**config.mk**
```make
export PLATFORM = sky130hd
export DESIGN_NAME = escape_decoding_argument_splitter_core
export DESIGN_NICKNAME = d
export VERILOG_FILES = /design/src/design/edas_pkg.sv /design/src/design/edas_decoder.sv /design/src/design/edas_emitter.sv /design/src/design/escape_decoding_argument_splitter_core.sv
export SDC_FILE = /design/constraint.sdc
export NUM_CORES = 1
export LEC_CHECK = 0
export BUFFER_PORTS_ARGS = -buffer_cell sky130_fd_sc_hd__buf_2
export CORE_AREA = 2 2 96 98
export CTS_BUF_LIST = sky130_fd_sc_hd__clkbuf_8
export CTS_CLUSTER_SIZE = 10
export DETAILED_ROUTE_END_ITERATION = 8
export DIE_AREA = 0 0 98 100
export GPL_TIMING_DRIVEN = 0
export PLACE_DENSITY = 0.89
export SETUP_SLACK_MARGIN = 0.05
export SLEW_MARGIN = 20
export SYNTH_ARGS = -nofsm -noshare
export SYNTH_HDL_FRONTEND = slang
export SYNTH_SLANG_ARGS = --single-unit
export TNS_END_PERCENT = 50
```
**constraint.sdc**
```tcl
create_clock -name i_clk -period 8.9 [get_ports i_clk]
set_input_delay 1.78 -clock i_clk [delete_from_list [all_inputs] [get_ports i_clk]]
set_output_delay 1.78 -clock i_clk [all_outputs]
set_load 0.02 [all_outputs]
```
**src/design/edas_pkg.sv**
```systemverilog
// shared types, constants and helper functions of the escape decoding argument splitter
// no dependencies; imported by the decoder, the emitter and the core
package edas_pkg;

    // most results one input byte can cause, and the width of a count up to that
    localparam int BURST_DEPTH = 5;
    localparam int CNT_W       = $clog2(BURST_DEPTH + 1);

    // character codes
    localparam logic [7:0] CH_BACKSLASH = 8'h5C;
    localparam logic [7:0] CH_SPACE     = 8'h20;
    localparam logic [7:0] CH_LOWER_X   = 8'h78;
    localparam logic [7:0] CH_UPPER_X   = 8'h58;
    localparam logic [7:0] CH_ZERO      = 8'h30;
    localparam logic [7:0] CH_NINE      = 8'h39;
    localparam logic [7:0] CH_LOWER_A   = 8'h61;
    localparam logic [7:0] CH_LOWER_F   = 8'h66;
    localparam logic [7:0] CH_UPPER_A   = 8'h41;
    localparam logic [7:0] CH_UPPER_F   = 8'h46;
    localparam logic [7:0] HEX_ALPHA_BASE = 8'd10;

    // escape decoder state
    typedef enum logic [1:0] {
        MODE_NORMAL = 2'd0,
        MODE_ESC    = 2'd1,
        MODE_ESC_X  = 2'd2,
        MODE_ESC_XH = 2'd3
    } t_mode;

    // result kinds as seen on the output tuser
    typedef enum logic [1:0] {
        KIND_BYTE     = 2'd0,
        KIND_BOUNDARY = 2'd1,
        KIND_END      = 2'd2
    } t_kind;

    typedef struct packed {
        t_mode      mode;
        logic [7:0] x_char;
        logic [7:0] hex_digit;
    } t_esc_state;

    typedef struct packed {
        t_kind      kind;
        logic [7:0] data;
    } t_entry;

    // all results of one input byte, first result in slot zero
    typedef struct packed {
        t_entry [BURST_DEPTH-1:0] items;
        logic   [CNT_W-1:0]       count;
    } t_burst;

    function automatic logic is_hex_digit(input logic [7:0] b);
        return ((b >= CH_ZERO) && (b <= CH_NINE)) ||
               ((b >= CH_LOWER_A) && (b <= CH_LOWER_F)) ||
               ((b >= CH_UPPER_A) && (b <= CH_UPPER_F));
    endfunction

    function automatic logic [3:0] hex_value(input logic [7:0] b);
        logic [7:0] v;
        if ((b >= CH_ZERO) && (b <= CH_NINE)) begin
            v = b - CH_ZERO;
        end else if ((b >= CH_LOWER_A) && (b <= CH_LOWER_F)) begin
            v = b - CH_LOWER_A + HEX_ALPHA_BASE;
        end else begin
            v = b - CH_UPPER_A + HEX_ALPHA_BASE;
        end
        return v[3:0];
    endfunction

endpackage

```
**src/design/edas_decoder.sv**
```systemverilog
// combinational escape decoder: one input byte and the current state give the
// next state and the list of results; depends on edas_pkg
module edas_decoder
    import edas_pkg::*;
(
    input  t_esc_state i_state,
    input  logic [7:0] i_byte,
    input  logic       i_end,
    output t_esc_state o_state,
    output t_burst     o_burst
);

    t_esc_state st;
    t_burst     bu;
    logic       do_plain;

    always_comb begin
        st       = i_state;
        bu       = '0;
        do_plain = 1'b0;

        // resolve any pending escape against this byte
        case (i_state.mode)
            MODE_ESC: begin
                st.mode = MODE_NORMAL;
                if ((i_byte == CH_BACKSLASH) || (i_byte == CH_SPACE)) begin
                    bu.items[bu.count] = '{KIND_BYTE, i_byte};
                    bu.count = bu.count + 1'b1;
                end else if ((i_byte == CH_LOWER_X) || (i_byte == CH_UPPER_X)) begin
                    st.x_char = i_byte;
                    st.mode   = MODE_ESC_X;
                end else begin
                    bu.items[bu.count] = '{KIND_BYTE, CH_BACKSLASH};
                    bu.count = bu.count + 1'b1;
                    do_plain = 1'b1;
                end
            end
            MODE_ESC_X: begin
                if (is_hex_digit(i_byte)) begin
                    st.hex_digit = i_byte;
                    st.mode      = MODE_ESC_XH;
                end else begin
                    st.mode = MODE_NORMAL;
                    bu.items[bu.count] = '{KIND_BYTE, CH_BACKSLASH};
                    bu.count = bu.count + 1'b1;
                    bu.items[bu.count] = '{KIND_BYTE, i_state.x_char};
                    bu.count = bu.count + 1'b1;
                    do_plain = 1'b1;
                end
            end
            MODE_ESC_XH: begin
                st.mode = MODE_NORMAL;
                if (is_hex_digit(i_byte)) begin
                    bu.items[bu.count] = '{KIND_BYTE,
                                           {hex_value(i_state.hex_digit), hex_value(i_byte)}};
                    bu.count = bu.count + 1'b1;
                end else begin
                    bu.items[bu.count] = '{KIND_BYTE, CH_BACKSLASH};
                    bu.count = bu.count + 1'b1;
                    bu.items[bu.count] = '{KIND_BYTE, i_state.x_char};
                    bu.count = bu.count + 1'b1;
                    bu.items[bu.count] = '{KIND_BYTE, i_state.hex_digit};
                    bu.count = bu.count + 1'b1;
                    do_plain = 1'b1;
                end
            end
            default: begin
                do_plain = 1'b1;
            end
        endcase

        // ordinary byte handling
        if (do_plain) begin
            if (i_byte == CH_BACKSLASH) begin
                st.mode = MODE_ESC;
            end else if (i_byte == CH_SPACE) begin
                bu.items[bu.count] = '{KIND_BOUNDARY, 8'h00};
                bu.count = bu.count + 1'b1;
            end else begin
                bu.items[bu.count] = '{KIND_BYTE, i_byte};
                bu.count = bu.count + 1'b1;
            end
        end

        // end of line: flush a cut escape literally, then close the command
        if (i_end) begin
            if (st.mode != MODE_NORMAL) begin
                bu.items[bu.count] = '{KIND_BYTE, CH_BACKSLASH};
                bu.count = bu.count + 1'b1;
            end
            if ((st.mode == MODE_ESC_X) || (st.mode == MODE_ESC_XH)) begin
                bu.items[bu.count] = '{KIND_BYTE, st.x_char};
                bu.count = bu.count + 1'b1;
            end
            if (st.mode == MODE_ESC_XH) begin
                bu.items[bu.count] = '{KIND_BYTE, st.hex_digit};
                bu.count = bu.count + 1'b1;
            end
            bu.items[bu.count] = '{KIND_END, 8'h00};
            bu.count = bu.count + 1'b1;
            st.mode = MODE_NORMAL;
        end
    end

    assign o_state = st;
    assign o_burst = bu;

endmodule

```
**src/design/edas_emitter.sv**
```systemverilog
// result buffer and output register: holds the results of one input byte and
// hands them out one transfer at a time; depends on edas_pkg
module edas_emitter
    import edas_pkg::*;
(
    input  logic       i_clk,
    input  logic       i_rst_n,
    input  logic       i_load,
    input  t_burst     i_burst,
    output logic       o_room,
    output logic       o_tvalid,
    input  logic       i_tready,
    output logic [7:0] o_tdata,   // out_byte
    output logic [1:0] o_tuser,   // kind
    output logic       o_tlast    // last
);

    t_burst     r_burst;
    logic [CNT_W-1:0] r_idx;
    logic       r_valid;
    t_entry     r_out;
    logic       r_last;

    logic       busy;
    logic       move;
    logic       final_move;
    logic [CNT_W-1:0] idx_inc;

    // a buffered result moves to the output register when that one is free
    assign busy       = (r_idx != r_burst.count);
    assign move       = busy && (!r_valid || i_tready);
    assign idx_inc    = r_idx + 1'b1;
    assign final_move = move && (idx_inc == r_burst.count);
    assign o_room     = !busy || final_move;

    always_ff @(posedge i_clk) begin
        if (!i_rst_n) begin
            r_burst.count <= '0;
            r_idx         <= '0;
            r_valid       <= 1'b0;
        end else begin
            // output register
            if (move) begin
                r_valid <= 1'b1;
                r_out   <= r_burst.items[r_idx];
                r_last  <= (idx_inc == r_burst.count);
            end else if (i_tready) begin
                r_valid <= 1'b0;
            end
            // result buffer
            if (i_load) begin
                r_burst <= i_burst;
                r_idx   <= '0;
            end else if (move) begin
                r_idx <= idx_inc;
            end
        end
    end

    assign o_tvalid = r_valid;
    assign o_tdata  = r_out.data;
    assign o_tuser  = r_out.kind;
    assign o_tlast  = r_last;

endmodule

```
**src/design/escape_decoding_argument_splitter_core.sv**
```systemverilog
// top level of the escape decoding argument splitter
// depends on edas_pkg, edas_decoder and edas_emitter
//
// Takes a command line as a stream of bytes, tlast on the final byte, and emits
// one result per transfer: tuser 0 with a decoded argument byte, tuser 1 at an
// argument boundary (each unescaped space), tuser 2 once after the final byte.
// Backslash-space, double backslash and backslash-x with two hex digits are
// decoded; any other or cut-off escape comes out literally. Output tlast marks
// the last result caused by one input byte. An input byte is taken every cycle
// as long as it causes at most one result and the output is ready; a byte
// causing n results (up to five, when an escape is flushed) holds the input
// while the single output register drains the result buffer one per cycle as
// the output allows. A byte that only extends a pending escape gives no result.
module escape_decoding_argument_splitter_core
    import edas_pkg::*;
(
    input  logic       i_clk,
    input  logic       i_rst_n,
    input  logic       i_s_axis_tvalid,
    output logic       o_s_axis_tready,
    input  logic [7:0] i_s_axis_tdata,   // in_byte
    input  logic       i_s_axis_tlast,   // end_of_command
    output logic       o_m_axis_tvalid,
    input  logic       i_m_axis_tready,
    output logic [7:0] o_m_axis_tdata,   // out_byte
    output logic [1:0] o_m_axis_tuser,   // kind
    output logic       o_m_axis_tlast    // last
);

    t_esc_state r_state;
    t_esc_state n_state;
    t_burst     burst;
    logic       room;
    logic       accept;

    assign o_s_axis_tready = room;
    assign accept          = i_s_axis_tvalid && room;

    edas_decoder u_decoder (
        .i_state (r_state),
        .i_byte  (i_s_axis_tdata),
        .i_end   (i_s_axis_tlast),
        .o_state (n_state),
        .o_burst (burst)
    );

    // escape state advances on every input transfer
    always_ff @(posedge i_clk) begin
        if (!i_rst_n) begin
            r_state <= '{MODE_NORMAL, 8'h00, 8'h00};
        end else if (accept) begin
            r_state <= n_state;
        end
    end

    edas_emitter u_emitter (
        .i_clk    (i_clk),
        .i_rst_n  (i_rst_n),
        .i_load   (accept),
        .i_burst  (burst),
        .o_room   (room),
        .o_tvalid (o_m_axis_tvalid),
        .i_tready (i_m_axis_tready),
        .o_tdata  (o_m_axis_tdata),
        .o_tuser  (o_m_axis_tuser),
        .o_tlast  (o_m_axis_tlast)
    );

endmodule
```
* Word level (Yosys, flattened, before mapping)
Index checks and enable logic that the tools add are counted.
** Word-level totals
- Register bits :: 86
- Bits of input ports :: 13
- Output and inout port bits :: 13
- Logic and storage cells :: 158
** Operators by class
- Add/subtract/negate cells :: 16
- Magnitude comparators :: 21
- Eq/ne operators :: 11
- Multiplexer cells :: 53
- Bitwise gates (word level) :: 10
- Reduce and logical (&&, ||, !) cells :: 28
** Operators with widths (count)
- $mux 53 :: 10
- $bwmux 50 :: 3
- $demux 10 s3 :: 5
- $mux 10 :: 9
- $not 45->45 :: 2
- $and 27x45->45 :: 1
- $and 45x45->45 :: 1
- $pmux 13 s3 :: 1
- $mux 8 :: 4
- $and 30x30->30 :: 1
- $bmux 10 s3 :: 1
- $not 30->30 :: 1
- $eq 8x7->1 const B :: 3
- $ge 8x7->1 const B :: 3
- $le 8x7->1 const B :: 3
- $lt 3x4->1 const B :: 6
- $sub 4x1->4 const B :: 6
- $mux 11 :: 2
- $mux 21 :: 1
- $or 20x20->20 :: 1
- $pmux 10 s2 :: 1
- $add 3x1->3 const B :: 6
- $mux 18 :: 1
- $add 4x4->4 const B :: 4
- 22 further kinds :: 63

* Depth between registers and ports, before layout
Gate-level depths: netlist of run 1.
- Word-level depth :: 44
- Mapped depth :: 25
- Depth with buffers taken out :: 23

* Modules after synthesis
From an unflattened synthesis of run 1, not the netlist that was laid out.
** Second synthesis, totals
- Cell total of the unflattened synthesis :: 573
- Area total of the unflattened synthesis :: 5552.8 µm²
** By module, submodules not included
- edas_emitter :: times used 1, cells an instance 148, area each 2610.0 µm², seq. area each 1971.9 µm²
- edas_decoder :: times used 1, cells an instance 342, area each 2192.1 µm², seq. area each 0.0 µm²
- escape_decoding_argument_splitter_core :: times used 1, cells an instance 83, area each 750.7 µm², seq. area each 360.3 µm²

* Worst setup path after synthesis of run 1
OpenSTA, ideal clock, no wires.
- Path kind :: input port to flip-flop
- From :: in i_s_axis_tdata[1]
- To :: reg u_emitter.r_burst[5] (netlist bit), data pin
- Library setup time :: 0.272 ns
- Arrival :: 6.687 ns
- Data required time :: 8.628 ns
- Setup slack :: 1.941 ns
- Stages :: 24
- Buffers on the path :: 2
- Cell sequence :: clkbuf_1 > inv_1 > ha_1 > o21bai_1 > a211oi_4 > o21a_1 > nor4_2 > clkbuf_1 > xnor2_1 > ha_1 > nand3_1 > o21ai_0 > a22oi_1 > inv_1 > ha_1 > nand2_1 > nand2_1 > ha_1 > or4b_1 > o311ai_2 > xnor2_2 > or3_1 > inv_2 > a211oi_1
** RTL lines
- start: declaration :: RTL line escape_decoding_argument_splitter_core.sv:21 : input logic [7:0] i_s_axis_tdata,
- end signal: assignment :: RTL line edas_emitter.sv:52 : r_burst <= i_burst;
- end: declaration :: RTL line edas_emitter.sv:18 : t_burst r_burst;

==> flow_summary.yaml, run 1 <==
outcome:
  status: "complete, no violations"
sta:
  setup-tns-final_ns: 0
  hold_viol_final: 0
  setup_ws_ns: 0.414
  final_max_slew_viol_count: 0
  final.setup_skew_ns: 0.0169
  relSlewSlack: 0.331
  tightest_slew_ns: 0.994
  fin_crit_sh: 0.953
  setup_viol: 0
  fmax_mhz: 118
  rsz0062_at_grt: "false"
  layout_min_cycle_time_ns: 8.49
yosys:
  synthCells: 533
  synth_edf_count: 60
  ys_ff_latch: 85
  avgSynthCellArea_um2: 9.66
  ys_top_cells_by_area: "edfxtp_1, dfxtp_1, nand2_1"
  ys.warnings.count: 0
  synth_cell_type_count: 73
  synth_top_area_frac: 0.350
  yosys.area.top_type: "edfxtp_1"
  syn-num-nets: 562
  async_flop_share: 0
  synth_area_mm2: 0.00515
  seq_area_frac_synth: 0.447
  yosys_most_used_dff: "edfxtp_1"
place:
  place_area_mm2: 0.00545
  numPlacedInstances: 670
  dp_slack_ns: 0.332
  globalplace.congestion: 1.04
  port-buffer-count: 25
  dpl.hpwl_um: 11000
global_routing:
  grt_pass1_wl_um: 22900
  grt_usage: 0.301
  grt-ovfl-total: 0
  antenna_found_initial: 0
  grt_pass1_vias: 4287
  grt_max_degree: 32
pwr:
  ir_drop_v: 0.0000844
  p_leak_nw: 1.96
  p_per_area_mw_per_mm2: 196
die:
  dieArea_mm2: 0.00980
  die_h_um: 100
  die_x_um: 98
  start_util: 0.579
  rows: 35
  num_io_pins: 26
  core_area_mm2: 0.00889
drt:
  final_antenna_net_count: 0
  first_iter_violations: 931
  wirelength_um: 14600
  wl_per_cell_um: 21.3
  first_pass_iters: 9
  drc: 0
  viasPerCell: 6.73
  routed-via-count: 4619
clocking:
  cts_resized: 0
  clk_pin_slew_ns: 0.10
  cts_made_buffers: 9
  root_buffer: "clkbuf_8"
  htree_levels: 3
  clock_latency_ns: 0.36
  cts_buffer_depth: 2
  cts_tree: "yes"
  cts_setup_buffers: 0
  cts_sinks: 85
  postCtsHoldBufs: 0
cells_and_area:
  drive_above_1_share: 0.144
  fin_util: 0.637
  design_area_mm2: 0.00566
  antenna_cells: 0
  stdcell_count: 686
  area_delta_synth_final_pct: 9.96
  final_common_cell: "nand2_1"
  fin_nets: 599
  mostFrequentLayoutCells: "nand2_1, edfxtp_1, nor2_1"
  nFillCells: 724
setup_path:
  arrival_ns: 8.56
  path_max_fanout: 10
  cp.required_ns: 8.97
  start_kind: "input pin"
  end_kind: "flop"
  worst_r2r_path_depth: 21
  critPathKind: "input pin to flop"
min_path:
  hp-class: "flop to flop"
  hold_path_depth: 2
flow_run:
  cap_violations: 0
## power by group
| group | switching (W) | total (W) | internal, W |
|---|---|---|---|
| Sequential | 0.0000254 | 0.000543 | 0.000518 |
| Combinational | 0.000180 | 0.000279 | 0.0000987 |
| Clock | 0.000153 | 0.000287 | 0.000134 |
| Total | 0.000359 | 0.00111 | 0.000750 |
## cell usage after synthesis (all sizes together), types with 4 or more instances
cell type,instances
nand2,64
edfxtp,60
nor2,53
a21oi,37
inv,26
o21ai,26
dfxtp,25
nor3,22
clkbuf,19
ha,16
a211oi,12
mux2i,10
mux4,10
and3,9
buf,9
nor4,9
xnor2,9
a22oi,8
a31oi,8
nand3,8
nor2b,7
and2,6
nand4,6
or3,6
a221oi,5
xor2,5
a21o,4
nand3b,4
## kinds of logic (layout without fill, tap and decap cells)
logic type	Yosys count	after routing	synth area share
simple gates	208	208	0.201
compound gates	132	132	0.178
flops	85	85	0.447
buf+inv	56	98	0.0432
mux	21	21	0.0654
fa+ha+maj	16	16	0.0389
xor+xnor	14	14	0.0253
other cells	1	1	0.000728
## cell type report
type                    instances  area, µm²  share of cell area
clock inverters                 7       80.1              0.0141
multi-input cells             392       2650               0.468
clock buffers                   9        124              0.0219
flip-flops and latches         85       2300               0.407
repair buffers                 26        145              0.0256
plain buffers                  28        118              0.0208
well taps                     111        139              0.0245
inverters                      28        105              0.0186
## per-layer routing
layer / up-vias / track usage / routed length (µm) / share of wire
met1: 2160 / 0.389 / 5550 / 0.38
met2: 354 / 0.498 / 6940 / 0.48
li1: 2045 / - / - / -
met5: - / 0 / 0 / 0
met4: 0 / 0.121 / 541 / 0.037
met3: 60 / 0.0662 / 1570 / 0.11
## final timing paths
check	start	to	slack [ns]
hold reg to reg	r_state[9]$_SDFFE_PN0P_	r_state[9]$_SDFFE_PN0P_	0.47
setup / recovery	i_s_axis_tdata[1]	u_emitter.r_burst[4]$_DFFE_PP_	0.41
setup reg to reg	r_state[17]$_SDFFE_PN0P_	u_emitter.r_burst[4]$_DFFE_PP_	2.79
hold / removal	r_state[9]$_SDFFE_PN0P_	r_state[9]$_SDFFE_PN0P_	0.47
## critical path, stage by stage
cell      delay (ns)
buf_2           0.14
clkbuf_1        0.46
inv_1           0.24
ha_1            0.28
nand2b_1        0.20
or4_1           0.15
buf_2           0.25
a21oi_2         0.11
nor4_2          0.71
clkbuf_1        0.44
xnor2_1         0.15
ha_1            0.43
nand3_1         0.11
o21ai_0         0.18
a22oi_1         0.46
inv_1           0.09
ha_1            0.39
nand2_1         0.07
nand2_1         0.12
ha_1            0.19
or4b_1          0.46
o311ai_2        0.11
xnor2_2         0.14
or3_1           0.51
inv_2           0.23
a31oi_1         0.13
## stage by stage
step                hold WS (ns)  power [W]
finish                     0.467    0.00111
global placement           0.442   0.000809
global route               0.484    0.00115
CTS                        0.466    0.00111
floorplan                  0.420   0.000740
detailed placement         0.453   0.000829
## state kept, by name (all words and copies together), names as in the netlist
name and flops:
r_state 18, u_emitter.o_tdata 8, u_emitter.o_tlast 1, u_emitter.o_tuser 2, u_emitter.o_tvalid 1, u_emitter.r_burst 52
u_emitter.r_idx 3
Note: power is estimated with default switching activity, not from simulation.
==> run 2, diff against run 1 <==
--- a/config.mk
+++ b/config.mk
@@ -13,6 +13,7 @@
 export DIE_AREA = 0 0 98 100
 export GPL_TIMING_DRIVEN = 0
 export PLACE_DENSITY = 0.89
+export REMOVE_ABC_BUFFERS = 1
 export SETUP_SLACK_MARGIN = 0.05
 export SLEW_MARGIN = 20
 export SYNTH_ARGS = -nofsm -noshare
==> run 2 against run 1 <==
  * Fmax increased by 2.2%
  * Critical path depth decreased by 2
  * Cell area decreased by 2.0%
  * Setup slack improved by 0.19 ns
  * Critical path type unchanged
  * Largest cell class unchanged
==> flow_summary.yaml, run 2 (same netlist as run 1, synthesis figures left out) <==
setup_path:
  r2r_slack_ns: 2.38
  crit_buf_inv: 4
  critPathKind: "input pin to flop"
  start_kind: "input pin"
  arrival_ns: 8.40
  cp.required_ns: 9.00
  path_max_fanout: 15
  crit_chain: "buf_2 > inv_1 > ha_1 > nand2b_1 > o311a_1 > a211oi_2 > nand2_1 > ha_1 > a21o_1 > ha_1 > nand3_1 > o21ai_0 > a22oi_1 > inv_1 > ha_1 > nand2_1 > nand2_1 > ha_1 > or4b_1 > o311ai_2 > xnor2_2 > or3_1 > inv_2 > nor3_1"
  critical-path-top-delay-family: "simple AND/OR/NAND/NOR gates"
  path_common_cell: "ha_1"
  r2r_end: "u_emitter.r_burst[11]$_DFFE_PP_"
  timing.rr.start: "r_state[17]$_SDFFE_PN0P_"
  end_kind: "flop"
  worst_r2r_path_depth: 20
  slowest_delay_ns: 0.55
  cpMaxStageDelayCell: "a211oi_2"
clocking:
  cts_buffer_depth: 2
  postCtsHoldBufs: 0
  htree_levels: 3
  clock_latency_ns: 0.35
  cts_tree: "yes"
  clk_pin_slew_ns: 0.08
  cts_setup_buffers: 0
  cts_made_buffers: 9
  cts_sinks: 85
  cts_resized: 0
  root_buffer: "clkbuf_8"
die:
  die_x_um: 98
  rows: 35
  num_io_pins: 26
  start_util: 0.579
  dieArea_mm2: 0.00980
  core_area_mm2: 0.00889
  die_h_um: 100
sta:
  fmax_mhz: 120
  setup_ws_ns: 0.601
  final_max_slew_viol_count: 0
  setup-tns-final_ns: 0
  rsz0062_at_grt: "false"
  tightest_slew_ns: 1.17
  setup_viol: 0
  relSlewSlack: 0.216
  final.setup_skew_ns: 0.00794
  fin_crit_sh: 0.933
  hold_viol_final: 0
  layout_min_cycle_time_ns: 8.30
drt:
  wirelength_um: 14000
  wl_per_cell_um: 21.3
  drc: 0
  final_antenna_net_count: 0
  viasPerCell: 6.56
  first_iter_violations: 505
  first_pass_iters: 6
  routed-via-count: 4321
cells_and_area:
  drive_above_1_share: 0.141
  antenna_cells: 0
  area_delta_synth_final_pct: 7.77
  final_common_cell: "nand2_1"
  top_register: "u_emitter.r_burst"
  mostFrequentLayoutCells: "nand2_1, edfxtp_1, nor2_1"
  design_area_mm2: 0.00555
  fin_nets: 572
  largest_reg_flops: 52
place:
  dp_slack_ns: 0.488
  place_area_mm2: 0.00535
  globalplace.congestion: 0.999
  port-buffer-count: 25
  dpl.hpwl_um: 10400
global_routing:
  grt-ovfl-total: 0
  grt_pass1_vias: 4003
  grt_max_degree: 32
  grt_pass1_wl_um: 21800
  antenna_found_initial: 0
  grt_usage: 0.289
flow_run:
  cap_violations: 0
pwr:
  p_leak_nw: 1.91
  p_per_area_mw_per_mm2: 194
  ir_drop_v: 0.0000841
min_path:
  hp-class: "flop to flop"
  hold_path_depth: 2
  hp-start: "r_state[9]$_SDFFE_PN0P_"
  hold_end: "r_state[9]$_SDFFE_PN0P_"
outcome:
  status: "complete, no violations"
==> run 2: cell count changes in the layout (fill, tap and decap cells not counted), sizes merged <==
cell | before | now
clkbuf | 28 | 9
buf | 35 | 27
clkinvlp | 1 | 2
inv | 29 | 28
==> run 2: through the flow <==
| step | cells | power, W | hold WS [ns] | utilization |
|---|---|---|---|---|
| 2_1_floorplan | 505 | 0.000732 | 0.420 | - |
| 5_1_grt | 659 | 0.00112 | 0.494 | 0.624 |
| 3_3_place_gp | 641 | 0.000801 | 0.447 | 0.596 |
| 3_5_place_dp | 643 | 0.000825 | 0.447 | 0.602 |
| 4_1_cts | 659 | 0.00108 | 0.458 | 0.623 |
| 6_report | 659 | 0.00108 | 0.460 | 0.624 |
==> run 2: how the worst max path moves through the flow <==
stage / startpoint / endpoint / slack [ns] / cells past startpoint
floorplan: i_s_axis_tdata[0] / u_emitter.r_burst[11]$_DFFE_PP_ / 1.98 / 22
global placement: i_s_axis_tdata[0] / u_emitter.r_burst[11]$_DFFE_PP_ / 0.11 / 23
detailed placement: i_s_axis_tdata[0] / u_emitter.r_burst[5]$_DFFE_PP_ / 0.49 / 24
CTS: i_s_axis_tdata[0] / u_emitter.r_burst[5]$_DFFE_PP_ / 0.84 / 24
global route: i_s_axis_tdata[1] / u_emitter.r_burst[5]$_DFFE_PP_ / 0.32 / 24
finish: i_s_axis_tdata[1] / u_emitter.r_burst[11]$_DFFE_PP_ / 0.60 / 24
==> run 2: cell type report <==
type                            instances  area (µm²)
Fill cell                             688        3340
Inverter                               28         105
Clock inverter                          7        66.3
Tap cell                              111         139
Timing Repair Buffer                   27         153
Sequential cell                        85        2300
Multi-Input combinational cell        392        2660
Clock buffer                            9         124
==> run 2: routing by layer <==
layer	track usage	share of wire	vias to the layer above
met2	0.469	0.47	234
li1	-	-	2000
met1	0.397	0.42	2052
met4	0.126	0.034	0
met3	0.0341	0.080	35
met5	0	0	-
==> run 2: worst reg2reg max path, cell delays in order (launching register included) <==
cell and delay (ns):
dfxtp_1 0.64, inv_1 0.30, nand2_1 0.27, a21oi_2 0.08, nor4_4 0.73, xnor2_1 0.19, ha_1 0.43, nand3_1 0.10
o21ai_0 0.19, a22oi_1 0.52, inv_1 0.09, ha_1 0.43, nand2_1 0.08, nand2_1 0.14, ha_1 0.20, or4b_1 0.46
o311ai_2 0.11, xnor2_2 0.35, or3_1 0.34, inv_2 0.16, nor3_1 0.45
==> run 2: power breakdown <==
part / switching (W) / internal, W
combinational: 0.000164 / 0.0000983
sequential: 0.0000363 / 0.000517
clock: 0.000135 / 0.000128
==> run 3, diff against run 2 <==
--- a/config.mk
+++ b/config.mk
@@ -6,13 +6,14 @@
 export NUM_CORES = 1
 export LEC_CHECK = 0
 export BUFFER_PORTS_ARGS = -buffer_cell sky130_fd_sc_hd__buf_2
-export CORE_AREA = 2 2 96 98
+export CORE_AREA = 2 2 114 83
 export CTS_BUF_LIST = sky130_fd_sc_hd__clkbuf_8
 export CTS_CLUSTER_SIZE = 10
 export DETAILED_ROUTE_END_ITERATION = 8
-export DIE_AREA = 0 0 98 100
+export DIE_AREA = 0 0 116 85
 export GPL_TIMING_DRIVEN = 0
 export PLACE_DENSITY = 0.89
+export RECOVER_POWER = 100
 export REMOVE_ABC_BUFFERS = 1
 export SETUP_SLACK_MARGIN = 0.05
 export SLEW_MARGIN = 20
==> run 3 against run 2 <==
  * The flow now finishes with violations (capacitance limit, slew limit)
  * Critical endpoint is now u_emitter.r_burst[6]$_DFFE_PP_
  * Count of clock-buffer cells in the layout unchanged
  * Critical path depth decreased by 1
  * Sequential cell count unchanged
  * Clock skew increased by 0.0077 ns
  * Cell count increased by 2.1%
  * Register-to-register slack got worse by 0.20 ns
  * Utilization increased by 0.26 points
  * Die area increased by 0.61%
  * Worst hold slack got worse by 0.0012 ns
  * Global-route usage increased by 2.5 points
==> flow_summary.yaml, run 3 (same netlist as run 1, synthesis figures left out) <==
pwr:
  p_switching_w: 0.000349
  p_int_w: 0.000733
  pwr-share-comb: 0.228
  switching_share: 0.323
  pwr-share-seq: 0.514
  pwr-share-clk: 0.258
  p_per_area_mw_per_mm2: 197
  ir_drop_v: 0.000114
  p_leak_nw: 1.87
setup_path:
  start_kind: "input pin"
  cp.required_ns: 8.99
  timing.rr.start: "r_state[17]$_SDFFE_PN0P_"
  path_max_fanout: 15
  critPathKind: "input pin to flop"
  cp-startpoint: "i_s_axis_tdata[0]"
  end_kind: "flop"
  r2r_slack_ns: 2.18
  arrival_ns: 8.50
global_routing:
  grt_pass1_vias: 4122
  grt_pass1_wl_um: 22900
  grt-ovfl-total: 0
  antenna_found_initial: 0
  grt_max_degree: 31
  grt_usage: 0.314
clocking:
  cts_resized: 0
  cts_buffer_depth: 2
  clock_latency_ns: 0.37
  cts_made_buffers: 9
  cts_tree: "yes"
  cts_sinks: 85
  root_buffer: "clkbuf_8"
  postCtsHoldBufs: 0
  htree_levels: 3
  clk_pin_slew_ns: 0.09
  cts_setup_buffers: 0
die:
  dieArea_mm2: 0.00986
  core_area_mm2: 0.00878
  num_io_pins: 26
  rows: 29
  die_h_um: 85
  die_x_um: 116
  start_util: 0.586
drt:
  first_pass_iters: 7
  drc: 0
  routed-via-count: 4414
  wl_per_cell_um: 22.1
  first_iter_violations: 505
  viasPerCell: 6.56
  final_antenna_net_count: 0
  wirelength_um: 14900
cells_and_area:
  final_common_cell: "nand2_1"
  antenna_cells: 0
  design_area_mm2: 0.00551
  largest_reg_flops: 52
  fin_nets: 573
  area_delta_synth_final_pct: 6.90
  drive_above_1_share: 0.104
  top_register: "u_emitter.r_burst"
  mostFrequentLayoutCells: "nand2_1, edfxtp_1, nor2_1"
place:
  place_area_mm2: 0.00537
  dpl.hpwl_um: 10800
  globalplace.congestion: 0.976
  port-buffer-count: 25
sta:
  hold_viol_final: 0
  fin_crit_sh: 0.945
  tightest_slew_ns: 1.60
  layout_min_cycle_time_ns: 8.41
  relSlewSlack: -0.0639
  setup_viol: 0
  setup-tns-final_ns: 0
  final_max_slew_viol_count: 53
  rsz0062_at_grt: "false"
  fmax_mhz: 119
  final.setup_skew_ns: 0.0157
min_path:
  hp-class: "flop to flop"
  hp-start: "r_state[9]$_SDFFE_PN0P_"
flow_run:
  cap_violations: 2
outcome:
  violations: "capacitance limit, slew limit"
  status: "finished with violations"
[run 3: cell count changes in the layout (fill, tap and decap cells not counted), moves of 2 or more]
| cell | delta |
|---|---|
| clkbuf_1 | +16 |
| buf_2 | -13 |
| nor2_1 | +2 |
| nor3_1 | +2 |
[run 3: final cells by class]
class                      count  area, µm²
fill                         772       3280
multi-input combinational    392       2630
sequential                    85       2300
tap                          124        155
clock buffer                   9        124
timing repair buffer          28        120
inverter                      28        105
clock inverter                 7       73.8
[run 3: worst max-delay path, stage by stage]
cell	delay, ns
buf_2	0.28
inv_1	0.20
ha_1	0.28
nand2b_1	0.21
or4_1	0.40
a21oi_1	0.21
nor4_4	0.84
xnor2_1	0.20
ha_1	0.45
nand3_1	0.10
o21ai_0	0.21
a22oi_1	0.47
inv_1	0.11
ha_1	0.38
nand2_1	0.08
nand2_1	0.15
ha_1	0.19
or4b_1	0.46
o311ai_2	0.12
xnor2_2	0.31
or3_1	0.31
inv_1	0.20
a211oi_1	0.56
[run 3: layer usage]
| layer | GRT usage | vias to the layer above | routed length [µm] |
|---|---|---|---|
| met3 | 0.111 | 23 | 1930 |
| met2 | 0.474 | 279 | 6550 |
| met4 | 0.0541 | 2 | 153 |
| met5 | 0.0359 | - | 41 |
| li1 | - | 1994 | - |
| met1 | 0.444 | 2116 | 6190 |
[run 3: path summary, 6_finish.rpt]
path	to	depth (start not counted)
worst min-delay path	r_state[9]$_SDFFE_PN0P_	2
worst max-delay path	u_emitter.r_burst[6]$_DFFE_PP_	23
worst max register to register	u_emitter.r_burst[6]$_DFFE_PP_	20
worst min register to register	r_state[9]$_SDFFE_PN0P_	2
[run 3: per-stage QoR]
step	setup WS, ns	hold WS [ns]	utilization	cells	power [W]
after floorplan	1.98	0.420	-	505	0.000732
after detailed placement	0.514	0.448	0.612	657	0.000829
after global placement	0.138	0.443	0.605	654	0.000804
after CTS	0.888	0.460	0.634	673	0.00110
final	0.492	0.459	0.627	673	0.00108
after global routing	0.179	0.507	0.627	673	0.00113
[run 3: power groups by stage]
stage / combinational, W / clock, W / sequential [W]
3_5_place_dp: 0.000265 / 0 / 0.000563
6_report: 0.000247 / 0.000279 / 0.000557
3_3_place_gp: 0.000241 / 0 / 0.000563
4_1_cts: 0.000265 / 0.000280 / 0.000554
2_1_floorplan: 0.000150 / 0 / 0.000582
5_1_grt: 0.000273 / 0.000294 / 0.000566
